**src/pld_pkg.sv**
```systemverilog
// ----------------------------------------------------------------------------
// pld_pkg
// Shared types, constants and detector tables for the listmode word decoder.
// ----------------------------------------------------------------------------
package pld_pkg;

  localparam int WORD_W        = 64;
  localparam int COORD_W       = 8;
  localparam int TIME_W        = 29;
  localparam int NUM_W         = 32;
  localparam int INDEX_W       = 16;
  localparam int STATUS_W      = 2;
  localparam int CODE_W        = 6;
  localparam int UNIT_W        = 4;
  localparam int PAIR_CODES    = 42;
  localparam int COORD_LIMIT   = 52;
  localparam int SPLIT         = 13;
  localparam int CRYSTALS      = 169;
  localparam int SECTOR_OFFSET = 10;
  localparam int TDATA_W       = 96;
  localparam int QUEUE_DEPTH   = 4;
  localparam int QPTR_W        = $clog2(QUEUE_DEPTH);
  localparam int QCNT_W        = $clog2(QUEUE_DEPTH + 1);

  localparam logic [STATUS_W-1:0] ST_OK        = 2'd0;
  localparam logic [STATUS_W-1:0] ST_BAD_PAIR  = 2'd1;
  localparam logic [STATUS_W-1:0] ST_BAD_COORD = 2'd2;

  localparam logic [2:0] TAG_TIME = 3'b100;

  localparam logic [UNIT_W-1:0] UNIT_FIRST [PAIR_CODES] = '{
    4'd0, 4'd0, 4'd0, 4'd0, 4'd0, 4'd0, 4'd0, 4'd1, 4'd1, 4'd1, 4'd1, 4'd1, 4'd1, 4'd1,
    4'd2, 4'd2, 4'd2, 4'd2, 4'd2, 4'd2, 4'd2, 4'd3, 4'd3, 4'd3, 4'd3, 4'd3, 4'd3, 4'd4,
    4'd4, 4'd4, 4'd4, 4'd4, 4'd5, 4'd5, 4'd5, 4'd5, 4'd6, 4'd6, 4'd6, 4'd7, 4'd7, 4'd8
  };

  localparam logic [UNIT_W-1:0] UNIT_SECOND [PAIR_CODES] = '{
    4'd3, 4'd4, 4'd5, 4'd6, 4'd7, 4'd8, 4'd9, 4'd4, 4'd5, 4'd6, 4'd7, 4'd8, 4'd9, 4'd10,
    4'd5, 4'd6, 4'd7, 4'd8, 4'd9, 4'd10, 4'd11, 4'd6, 4'd7, 4'd8, 4'd9, 4'd10, 4'd11,
    4'd7, 4'd8, 4'd9, 4'd10, 4'd11, 4'd8, 4'd9, 4'd10, 4'd11, 4'd9, 4'd10, 4'd11, 4'd10,
    4'd11, 4'd11
  };

  typedef struct packed {
    logic [1:0] q;
    logic [3:0] r;
  } pld_split_t;

  typedef struct packed {
    logic [STATUS_W-1:0] status;
    logic [UNIT_W-1:0]   unit_a;
    logic [UNIT_W-1:0]   unit_b;
    pld_split_t          ax;
    pld_split_t          ay;
    pld_split_t          bx;
    pld_split_t          by;
    logic [TIME_W-1:0]   event_time;
    logic [NUM_W-1:0]    event_number;
    logic                prompt_flag;
  } pld_entry_t;

  typedef struct packed {
    logic full;
    logic empty;
  } pld_qstat_t;

  // Split a coordinate below 52 into quotient and remainder by 13.
  function automatic pld_split_t split13(input logic [COORD_W-1:0] v);
    pld_split_t   s;
    logic [COORD_W-1:0] rem;
    if (v >= COORD_W'(3 * SPLIT)) begin
      s.q = 2'd3;
    end else if (v >= COORD_W'(2 * SPLIT)) begin
      s.q = 2'd2;
    end else if (v >= COORD_W'(SPLIT)) begin
      s.q = 2'd1;
    end else begin
      s.q = 2'd0;
    end
    rem = v - COORD_W'(s.q) * COORD_W'(SPLIT);
    s.r = rem[3:0];
    return s;
  endfunction

endpackage

```
**src/pld_front.sv**
```systemverilog
// ----------------------------------------------------------------------------
// pld_front
// Accepts listmode words, applies time tags, counts events and classifies
// each event word into a queue entry.
// ----------------------------------------------------------------------------
module pld_front import pld_pkg::*; (
  input  logic                clk,
  input  logic                rst,
  input  logic                in_valid,
  input  logic [WORD_W-1:0]   word,
  input  pld_qstat_t          qstat,
  output logic                in_ready,
  output logic                push,
  output pld_entry_t          entry
);

  logic [TIME_W-1:0]  time_marker;
  logic [NUM_W-1:0]   event_counter;
  logic               accept;
  logic               is_tag;
  logic               is_time_tag;
  logic [CODE_W-1:0]  code;
  logic [CODE_W-1:0]  code_idx;
  logic               code_ok;
  logic               coord_ok;
  logic [COORD_W-1:0] ax;
  logic [COORD_W-1:0] ay;
  logic [COORD_W-1:0] bx;
  logic [COORD_W-1:0] by;

  assign in_ready    = !qstat.full;
  assign accept      = in_valid && in_ready;
  assign is_tag      = word[30];
  assign is_time_tag = is_tag && (word[47:45] == TAG_TIME);
  assign push        = accept && !is_tag;

  assign code     = {word[50:48], word[18:16]};
  assign code_ok  = (code >= CODE_W'(1)) && (code <= CODE_W'(PAIR_CODES));
  assign code_idx = code_ok ? (code - CODE_W'(1)) : '0;
  assign ax       = word[7:0];
  assign ay       = word[15:8];
  assign bx       = word[39:32];
  assign by       = word[47:40];
  assign coord_ok = (ax < COORD_W'(COORD_LIMIT)) && (ay < COORD_W'(COORD_LIMIT)) &&
                    (bx < COORD_W'(COORD_LIMIT)) && (by < COORD_W'(COORD_LIMIT));

  always_comb begin
    if (!code_ok) begin
      entry.status = ST_BAD_PAIR;
    end else if (!coord_ok) begin
      entry.status = ST_BAD_COORD;
    end else begin
      entry.status = ST_OK;
    end
    entry.unit_a       = UNIT_FIRST[code_idx];
    entry.unit_b       = UNIT_SECOND[code_idx];
    entry.ax           = split13(ax);
    entry.ay           = split13(ay);
    entry.bx           = split13(bx);
    entry.by           = split13(by);
    entry.event_time   = time_marker;
    entry.event_number = event_counter;
    entry.prompt_flag  = word[62];
  end

  always_ff @(posedge clk) begin
    if (rst) begin
      time_marker   <= '0;
      event_counter <= '0;
    end else if (accept) begin
      if (is_time_tag) begin
        time_marker <= {word[44:40], word[39:32], word[15:8], word[7:0]};
      end
      if (!is_tag && (event_counter != '1)) begin
        event_counter <= event_counter + NUM_W'(1);
      end
    end
  end

endmodule

```
**src/pld_queue.sv**
```systemverilog
// ----------------------------------------------------------------------------
// pld_queue
// Small first-in first-out queue of classified events between front and back.
// ----------------------------------------------------------------------------
module pld_queue import pld_pkg::*; (
  input  logic       clk,
  input  logic       rst,
  input  logic       push,
  input  pld_entry_t push_entry,
  input  logic       pop,
  output pld_entry_t pop_entry,
  output pld_qstat_t qstat
);

  pld_entry_t        mem [QUEUE_DEPTH];
  logic [QPTR_W-1:0] wr_ptr;
  logic [QPTR_W-1:0] rd_ptr;
  logic [QCNT_W-1:0] count;
  logic              do_push;
  logic              do_pop;

  assign qstat.full  = (count == QCNT_W'(QUEUE_DEPTH));
  assign qstat.empty = (count == '0);
  assign do_push     = push && !qstat.full;
  assign do_pop      = pop && !qstat.empty;
  assign pop_entry   = mem[rd_ptr];

  always_ff @(posedge clk) begin
    if (do_push) begin
      mem[wr_ptr] <= push_entry;
    end
  end

  always_ff @(posedge clk) begin
    if (rst) begin
      wr_ptr <= '0;
      rd_ptr <= '0;
      count  <= '0;
    end else begin
      if (do_push) begin
        wr_ptr <= wr_ptr + QPTR_W'(1);
      end
      if (do_pop) begin
        rd_ptr <= rd_ptr + QPTR_W'(1);
      end
      case ({do_push, do_pop})
        2'b10:   count <= count + QCNT_W'(1);
        2'b01:   count <= count - QCNT_W'(1);
        default: count <= count;
      endcase
    end
  end

endmodule

```
**src/pld_back.sv**
```systemverilog
// ----------------------------------------------------------------------------
// pld_back
// Packs queued events into global crystal indices and holds the result
// in the output register until it is taken.
// ----------------------------------------------------------------------------
module pld_back import pld_pkg::*; (
  input  logic                 clk,
  input  logic                 rst,
  input  pld_qstat_t           qstat,
  input  pld_entry_t           entry,
  output logic                 pop,
  output logic                 out_valid,
  input  logic                 out_ready,
  output logic [TDATA_W-1:0]   out_data,
  output logic                 out_user
);

  logic [INDEX_W-1:0]  index_a;
  logic [INDEX_W-1:0]  index_b;
  logic [STATUS_W-1:0] status;
  logic [INDEX_W-1:0]  index_a_r;
  logic [INDEX_W-1:0]  index_b_r;
  logic [TIME_W-1:0]   time_r;
  logic [NUM_W-1:0]    number_r;
  logic                prompt_r;

  function automatic logic [INDEX_W-1:0] pack_index(
    input logic [UNIT_W-1:0] unit,
    input pld_split_t        cx,
    input pld_split_t        cy
  );
    logic [5:0] sector;
    logic [1:0] module_sel;
    logic [7:0] row;
    logic [7:0] crystal;
    sector     = 6'({unit, 2'b00}) + 6'(cx.q) + 6'(SECTOR_OFFSET);
    module_sel = 2'd3 - cy.q;
    row        = 8'(module_sel) + {sector, 2'b00};
    crystal    = 8'(4'd12 - cy.r) * 8'(SPLIT) + 8'(cx.r);
    return INDEX_W'(row) * INDEX_W'(CRYSTALS) + INDEX_W'(crystal);
  endfunction

  assign pop     = !qstat.empty && (!out_valid || out_ready);
  assign index_a = pack_index(entry.unit_a, entry.ax, entry.ay);
  assign index_b = pack_index(entry.unit_b, entry.bx, entry.by);

  always_ff @(posedge clk) begin
    if (rst) begin
      out_valid <= 1'b0;
    end else if (pop) begin
      out_valid <= 1'b1;
    end else if (out_ready) begin
      out_valid <= 1'b0;
    end
  end

  always_ff @(posedge clk) begin
    if (pop) begin
      status    <= entry.status;
      index_a_r <= (entry.status == ST_OK) ? index_a : '0;
      index_b_r <= (entry.status == ST_OK) ? index_b : '0;
      time_r    <= entry.event_time;
      number_r  <= entry.event_number;
      prompt_r  <= entry.prompt_flag;
    end
  end

  assign out_data = {1'b0, number_r, time_r, index_b_r, index_a_r, status};
  assign out_user = prompt_r;

endmodule

```
**src/pet_listmode_word_decoder.sv**
```systemverilog
// ----------------------------------------------------------------------------
// pet_listmode_word_decoder
// Decodes 64-bit listmode words: time tags load the time register, event
// words become crystal index pairs with time, event number and prompt flag.
// Path: an event is queued, then loaded into the output register behind m_tvalid.
// Throughput: one word per cycle unless the four-entry event queue is full.
// The queue decouples input; tags give no result.
// Reset: clears time register, event counter, queue and output valid.
// ----------------------------------------------------------------------------
module pet_listmode_word_decoder import pld_pkg::*; (
  input  logic                 clk,
  input  logic                 rst,
  input  logic                 s_tvalid,
  output logic                 s_tready,
  input  logic [WORD_W-1:0]    s_tdata,   // listmode_word[63:0]
  output logic                 m_tvalid,
  input  logic                 m_tready,
  output logic [TDATA_W-1:0]   m_tdata,   // decode_status[1:0], xtal_idx_a[17:2],
                                          // xtal_idx_b[33:18], event_time[62:34],
                                          // event_number[94:63], zero pad[95]
  output logic                 m_tuser    // prompt_flag[0]
);

  pld_qstat_t qstat;
  pld_entry_t push_entry;
  pld_entry_t pop_entry;
  logic       push;
  logic       pop;

  pld_front u_front (
    .clk      (clk),
    .rst      (rst),
    .in_valid (s_tvalid),
    .word     (s_tdata),
    .qstat    (qstat),
    .in_ready (s_tready),
    .push     (push),
    .entry    (push_entry)
  );

  pld_queue u_queue (
    .clk        (clk),
    .rst        (rst),
    .push       (push),
    .push_entry (push_entry),
    .pop        (pop),
    .pop_entry  (pop_entry),
    .qstat      (qstat)
  );

  pld_back u_back (
    .clk       (clk),
    .rst       (rst),
    .qstat     (qstat),
    .entry     (pop_entry),
    .pop       (pop),
    .out_valid (m_tvalid),
    .out_ready (m_tready),
    .out_data  (m_tdata),
    .out_user  (m_tuser)
  );

  a_pop_nonempty: assert property (@(posedge clk) disable iff (rst)
    pop |-> !qstat.empty)
    else $error("queue popped while empty");

  a_push_room: assert property (@(posedge clk) disable iff (rst)
    push |-> !qstat.full)
    else $error("queue pushed while full");

  a_bad_zero_index: assert property (@(posedge clk) disable iff (rst)
    m_tvalid && (m_tdata[1:0] != ST_OK) |-> (m_tdata[33:2] == '0))
    else $error("flagged event carries nonzero crystal index");

  a_status_code: assert property (@(posedge clk) disable iff (rst)
    m_tvalid |-> (m_tdata[1:0] != 2'd3))
    else $error("undefined decode status");

  a_reset_idle: assert property (@(posedge clk)
    rst |=> !m_tvalid)
    else $error("result valid right after reset");

endmodule
```
**config.mk**
```make
export PLATFORM = sky130hd
export DESIGN_NAME = pet_listmode_word_decoder
export DESIGN_NICKNAME = d
export VERILOG_FILES = /design/src/pld_pkg.sv /design/src/pld_front.sv /design/src/pld_queue.sv /design/src/pld_back.sv /design/src/pet_listmode_word_decoder.sv
export SDC_FILE = /design/constraint.sdc
export NUM_CORES = 1
export LEC_CHECK = 0
export CAP_MARGIN = 20
export CORE_MARGIN = 3
export CORE_UTILIZATION = 65
export CTS_BUF_LIST = sky130_fd_sc_hd__clkbuf_4 sky130_fd_sc_hd__clkbuf_8
export DETAILED_ROUTE_END_ITERATION = 10
export DONT_BUFFER_PORTS = 1
export GPL_TIMING_DRIVEN = 0
export PLACE_DENSITY = 0.81
export SLEW_MARGIN = 5
export SYNTH_ARGS = -nofsm -noshare
export SYNTH_HDL_FRONTEND = slang
export SYNTH_SLANG_ARGS = --single-unit
```
**constraint.sdc**
```tcl
create_clock -name clk -period 16.49 [get_ports clk]
set_clock_uncertainty 0.1 [all_clocks]
set_input_delay 0.8245 -clock clk [delete_from_list [all_inputs] [get_ports clk]]
set_output_delay 0.8245 -clock clk [all_outputs]
set_load 0.02 [all_outputs]
```
Word-level counts from Yosys, hierarchy flattened
Memory sizes are Yosys's and may differ from the RTL's. A register that Yosys moved wholly into a read port is not among the register bits.
Cells that the tools add are included.

storage, ports and cells
  bits in registers = 165
  bits in writable memories = 384
  ROM bits = 512
  input bits = 68
  output and inout bits = 99
  logic and storage cells = 120
  memories kept = 3

memories
  memory           depth  width  rd ports  clocked after Yosys merged registers in  write ports  line             text
  u_queue.mem      4      96     1         1                                        1            pld_queue.sv:15  pld_entry_t mem [QUEUE_DEPTH];
  (no name shown)  64     4      1         0                                        0            pld_front.sv:55  entry.unit_a = UNIT_FIRST[code_idx];
  (no name shown)  64     4      1         0                                        0            pld_front.sv:56  entry.unit_b = UNIT_SECOND[code_idx];

operators by class
  $add $sub $neg = 24
  multipliers = 8
  order comparisons = 19
  eq/ne operators = 5
  muxes and demuxes = 26
  bitwise logic cells = 1
  reduce and logical (&&, ||, !) cells = 22

operator list
  cell                   count
  $add 16x8->16          2
  $add 32x1->32 const B  1
  $ge 8x4->1 const B     4
  $ge 8x5->1 const B     4
  $ge 8x6->1 const B     4
  $lt 8x6->1 const B     4
  $mul 8x8->16 const B   2
  $ne 32x32->1 const B   1
  $mux 2                 12
  $add 2x8->8            2
  $add 8x4->8            2
  $mul 2x4->4 const B    4
  $mul 8x4->8 const B    2
  $mux 4                 4
  $sub 4x4->4            4
  $add 6x2->6            2
  $add 6x4->6 const B    2
  $logic_and 1x1->1      11
  $sub 4x4->5 const A    2
  $mux 1                 8
  $ge 7x7->1 const B     1
  $not 6->7              1
  $eq 3x3->1 const B     2
  $ge 6x1->1 const B     1
  16 further kinds       23

Logic depth before layout (Yosys ltp)
  depth after elaboration = 7
  mapped depth = 28
  mapped depth without buffers = 27

By module
From an unflattened synthesis, not the netlist that was laid out.

unflattened totals
  cells, all modules = 1716
  area, all modules = 25873.6 sq um

modules (own cells, without submodules)
  module     instances  cells an instance  area each (sq um)  seq. area each (sq um)
  pld_queue  1          556                14328.7            11711.2
  pld_back   1          579                7106.8             2902.8
  pld_front  1          581                4438.0             1221.2

Worst setup path before layout
Ideal clock, no wire load.

  path type = input port to flip-flop
  from = input port m_tready
  to = register u_queue.count[2]
  library setup time = 0.070 ns
  data arrival time = 7.397 ns
  required time = 16.320 ns
  slack = 8.923 ns
  cell stages on the path = 8
  path buffers = 0
  cell sequence = inv_1 > a21oi_1 > ha_1 > inv_1 > fa_1 > xor2_1 > or3_1 > a21oi_1

between the ends
  word-level cells in the longest chain between the ends = 5
  elaborated cells between the ends (all ways) = 7
  those cells by class = eq/ne: 2; mux: 1; reduce/logical: 4

ends and longest elaborated chain
  item                                             line                             text
  from (decl)                                      pet_listmode_word_decoder.sv:17  input logic m_tready,
  $logic_or 1x1->1 (*)                             pld_back.sv:43                   assign pop = !qstat.empty && (!out_valid || out_ready);
  $logic_and 1x1->1 (*)                            pld_back.sv:43
  named net pop                                    pet_listmode_word_decoder.sv:28  logic pop;
  $logic_and 1x1->1 (*)                            pld_queue.sv:25                  assign do_pop = pop && !qstat.empty;
  $eq 2x1->1 or $eq 2x2->1 (tied branches)         pld_queue.sv:46                  case ({do_push, do_pop})
  $pmux 3 s2 or $reduce_bool 2->1 (tied branches)  -
  to (signal assigned)                             pld_queue.sv:47                  2'b10: count <= count + QCNT_W'(1);
  to (signal assigned)                             pld_queue.sv:48                  2'b01: count <= count - QCNT_W'(1);
  to (signal assigned)                             pld_queue.sv:49                  default: count <= count;
  to (decl)                                        pld_queue.sv:18                  logic [QCNT_W-1:0] count;

Mark *: on every way through the listed nets, which the timed path passes. The rest lies on a longest branch.
A chain may end at the register's enable or synchronous reset.

==> results by group <==
Outcome
  • Status: completed

Floorplanning
  • Die area: 0.0413 mm2
  • Initial Utilization: 0.665
  • DIE WIDTH: 203 um
  • Io pins: 167
  • Row Count: 71
  • Core footprint: 0.0380 mm2
  • Die height: 203 um

Finish
  • Commonest non-fill, non-tap cell in the layout: edfxtp_1
  • Number of fill cells: 2319
  • Layout cells sized above 1: 0.154
  • Most frequent cells in the layout: 480 x edfxtp_1, 175 x ha_1, 115 x inv_1, 106 x nand2_1, 90 x clkbuf_8
  • N_diodes: 0
  • P&R area growth vs syn: 10.4%
  • Nets: 2015

Clocking
  • CTS tree: done
  • # hold bufs at CTS: 0
  • Clock root cell: clkbuf_8
  • Cts bufs inserted: 86
  • Setup Buffers After CTS: 0
  • Worst-Skew Late Latency: 0.66 ns
  • Clk buf depth: 3
  • Reg clk slew, reported paths: 0.06 ns
  • H-tree Lvls: 3
  • Sink Count: 551
  • Post_cts resized: 0

Yosys
  • Top_reg_cell synth: edfxtp_1
  • Top cells by area, synth: edfxtp_1 57%, ha_1 8.7%, mux4_2 7.7%, dfxtp_1 5.6%, fa_1 3.1%
  • Cells after synthesis: 1636
  • Mapped cell area: 0.0253 mm2
  • Mean Syn Cell Area: 15.4 um2
  • Asr flop ratio synth: 0
  • Yosys reg bits: 551
  • Yosys top cell by area: edfxtp_1
  • Synth top area share: 0.570
  • Number of distinct library cells after synthesis: 71
  • Mapped Nets: 1918
  • Post-synth EDFFs: 480
  • Yosys warnings: 0
  • Register area share after synthesis: 0.627

Drt
  • Antenna-violating nets left: 0
  • Vias: 14024
  • DRT Pass-1 Iters: 5
  • Remaining DRCs: 0
  • DR iter-0 viols: 1022
  • DR vias/cell: 6.07
  • DRT Wirelength: 50500 um
  • Routed len/inst: 21.8 um

Critical path
  • Worst endpoint required time: 16.77 ns
  • Reg2reg setup slack: 8.22 ns
  • Slowest cell on the critical path: clkbuf_1
  • Reg2Reg Depth: 27
  • Critical Path Stages: 27
  • Data arrival, critical path: 8.55 ns
  • CP dominant cell by count: ha_1
  • CP top delay family: adder cells
  • Last element of the critical path: u_back.index_a_r[15]$_SDFFCE_PP0P_
  • Worst-path fanout max: 10
  • Reg2reg end: u_back.index_a_r[15]$_SDFFCE_PP0P_
  • Worst Setup Start Kind: flop
  • Crit path largest cell delay: 0.67 ns
  • Critical path type: flop to flop
  • Crit path buffers/inverters: 6
  • CP endpoint kind: flop

STA
  • RSZ-0062 raised after global routing: false
  • Final Hold Fails: 0
  • Final Critical Period: 8.27 ns
  • Slew HR: 0.401
  • Setup tns final: 0 ns
  • Number of max-slew violations in the final report: 0
  • Crit share post-route: 0.502
  • Final setup fails: 0
  • Slew of the pin with the lowest slew margin: 0.896 ns
  • F_max: 0.121 GHz

Global route
  • Vias in the first global route: 14553
  • Met3 GRT Util: 0.0552
  • Grt ovf: 0
  • GR Layer Usage met1: 0.314
  • Pin count of the biggest net entering global routing: 55
  • Initial antenna violation count: 0
  • First-pass GRT wire length: 78900 um
  • GRT Max-Usage Layer: met2
  • Routing usage on met2: 0.430
  • Total track usage: 0.249

Hold path
  • Hold crit path type: primary input to flop

Run
  • Max cap viols: 0

Placement
  • Gpl congestion: 0.828
  • I/O Buffers: 0
  • Post-DP HPWL: 34200 um
==> stage by stage <==
stage	setup WS, ns	hold slack (ns)	cell area (um2)	utilization	cells
after floorplan	8.92	0.360	25300	-	1636
after global placement	6.28	0.369	25900	0.681	2147
after detailed placement	8.24	0.382	26200	0.688	2156
after CTS	8.21	0.133	27900	0.734	2311
after global routing	7.74	0.142	27900	0.734	2311
final	8.22	0.168	27900	0.734	2311
==> area by class of cell <==
class / count / area (um2) / share of cell area
well taps: 511 / 639 / 0.0229
flip-flops and latches: 551 / 15800 / 0.567
inverters: 116 / 435 / 0.0156
multi-input cells: 920 / 8790 / 0.315
clock buffers: 130 / 1540 / 0.0551
clock inverters: 25 / 215 / 0.00771
repair buffers: 9 / 225 / 0.00807
plain buffers: 49 / 226 / 0.00812
==> registers in the layout (all words and copies together), names as in the netlist, 3 cells and up, named ones only <==
name	flops
u_queue.count	3
u_front.event_counter	32
u_queue.mem	384
u_back.number_r	32
u_back.index_b_r	16
u_back.time_r	29
u_back.index_a_r	16
u_front.time_marker	29
==> layer usage <==
metal,wire length [um],up-vias,share of wire
met3,3350,119,0.066
met2,26000,510,0.52
met5,0,-,0
met4,1470,0,0.029
met1,19600,7012,0.39
li1,-,6383,-
==> cells in the mapped netlist, drive strengths merged (10+ instances only) <==
cell,count
nand3,15
nand4,14
a21oi,81
nor2,78
xnor2,54
ha,175
xor2,37
edfxtp,480
a21o,13
o21bai,10
dfxtp,71
o211ai,13
o21ai,49
and2,17
nand2,107
fa,39
clkbuf,32
inv,116
buf,17
or3,19
nor3,18
mux4,96
==> cells by family after synthesis <==
family | share of synthesized area
flops | 0.627
simple gates | 0.0585
fa+ha+maj | 0.118
compound gates | 0.0499
buf+inv | 0.0262
mux | 0.0882
xor+xnor | 0.0328
other cells | 0.000148
==> how the worst min path moves through the flow <==
stage                                                     from                      endpoint  slack, ns  cells after the start
after global placement    u_front.time_marker[22]$_SDFFE_PP0P_  u_queue.mem[3][55]$_DFFE_PP_       0.37                      0
after floorplan            u_front.time_marker[0]$_SDFFE_PP0P_  u_queue.mem[0][33]$_DFFE_PP_       0.36                      0
after detailed placement   u_front.time_marker[5]$_SDFFE_PP0P_  u_queue.mem[1][38]$_DFFE_PP_       0.38                      0
after global routing                               s_tdata[62]   u_queue.mem[2][0]$_DFFE_PP_       0.14                      0
final                                              s_tdata[62]   u_queue.mem[2][0]$_DFFE_PP_       0.17                      0
after CTS                                          s_tdata[62]   u_queue.mem[2][0]$_DFFE_PP_       0.13                      0
==> worst register-to-register path, delay by kind of cell, from the launching register on <==
kind | cells | cell delay [ns]
buffers and inverters | 6 | 2.07
DFF | 1 | 0.46
adders and majority gates | 8 | 2.76
muxes | 1 | 0.41
xor gates and xnor gates | 3 | 0.48
AOI/OAI and AO/OA | 7 | 1.32
and+or+nand+nor | 2 | 0.41
Power is not shown: default switching activity piles up to over one toggle a cycle in this logic, so the estimate is an artifact.
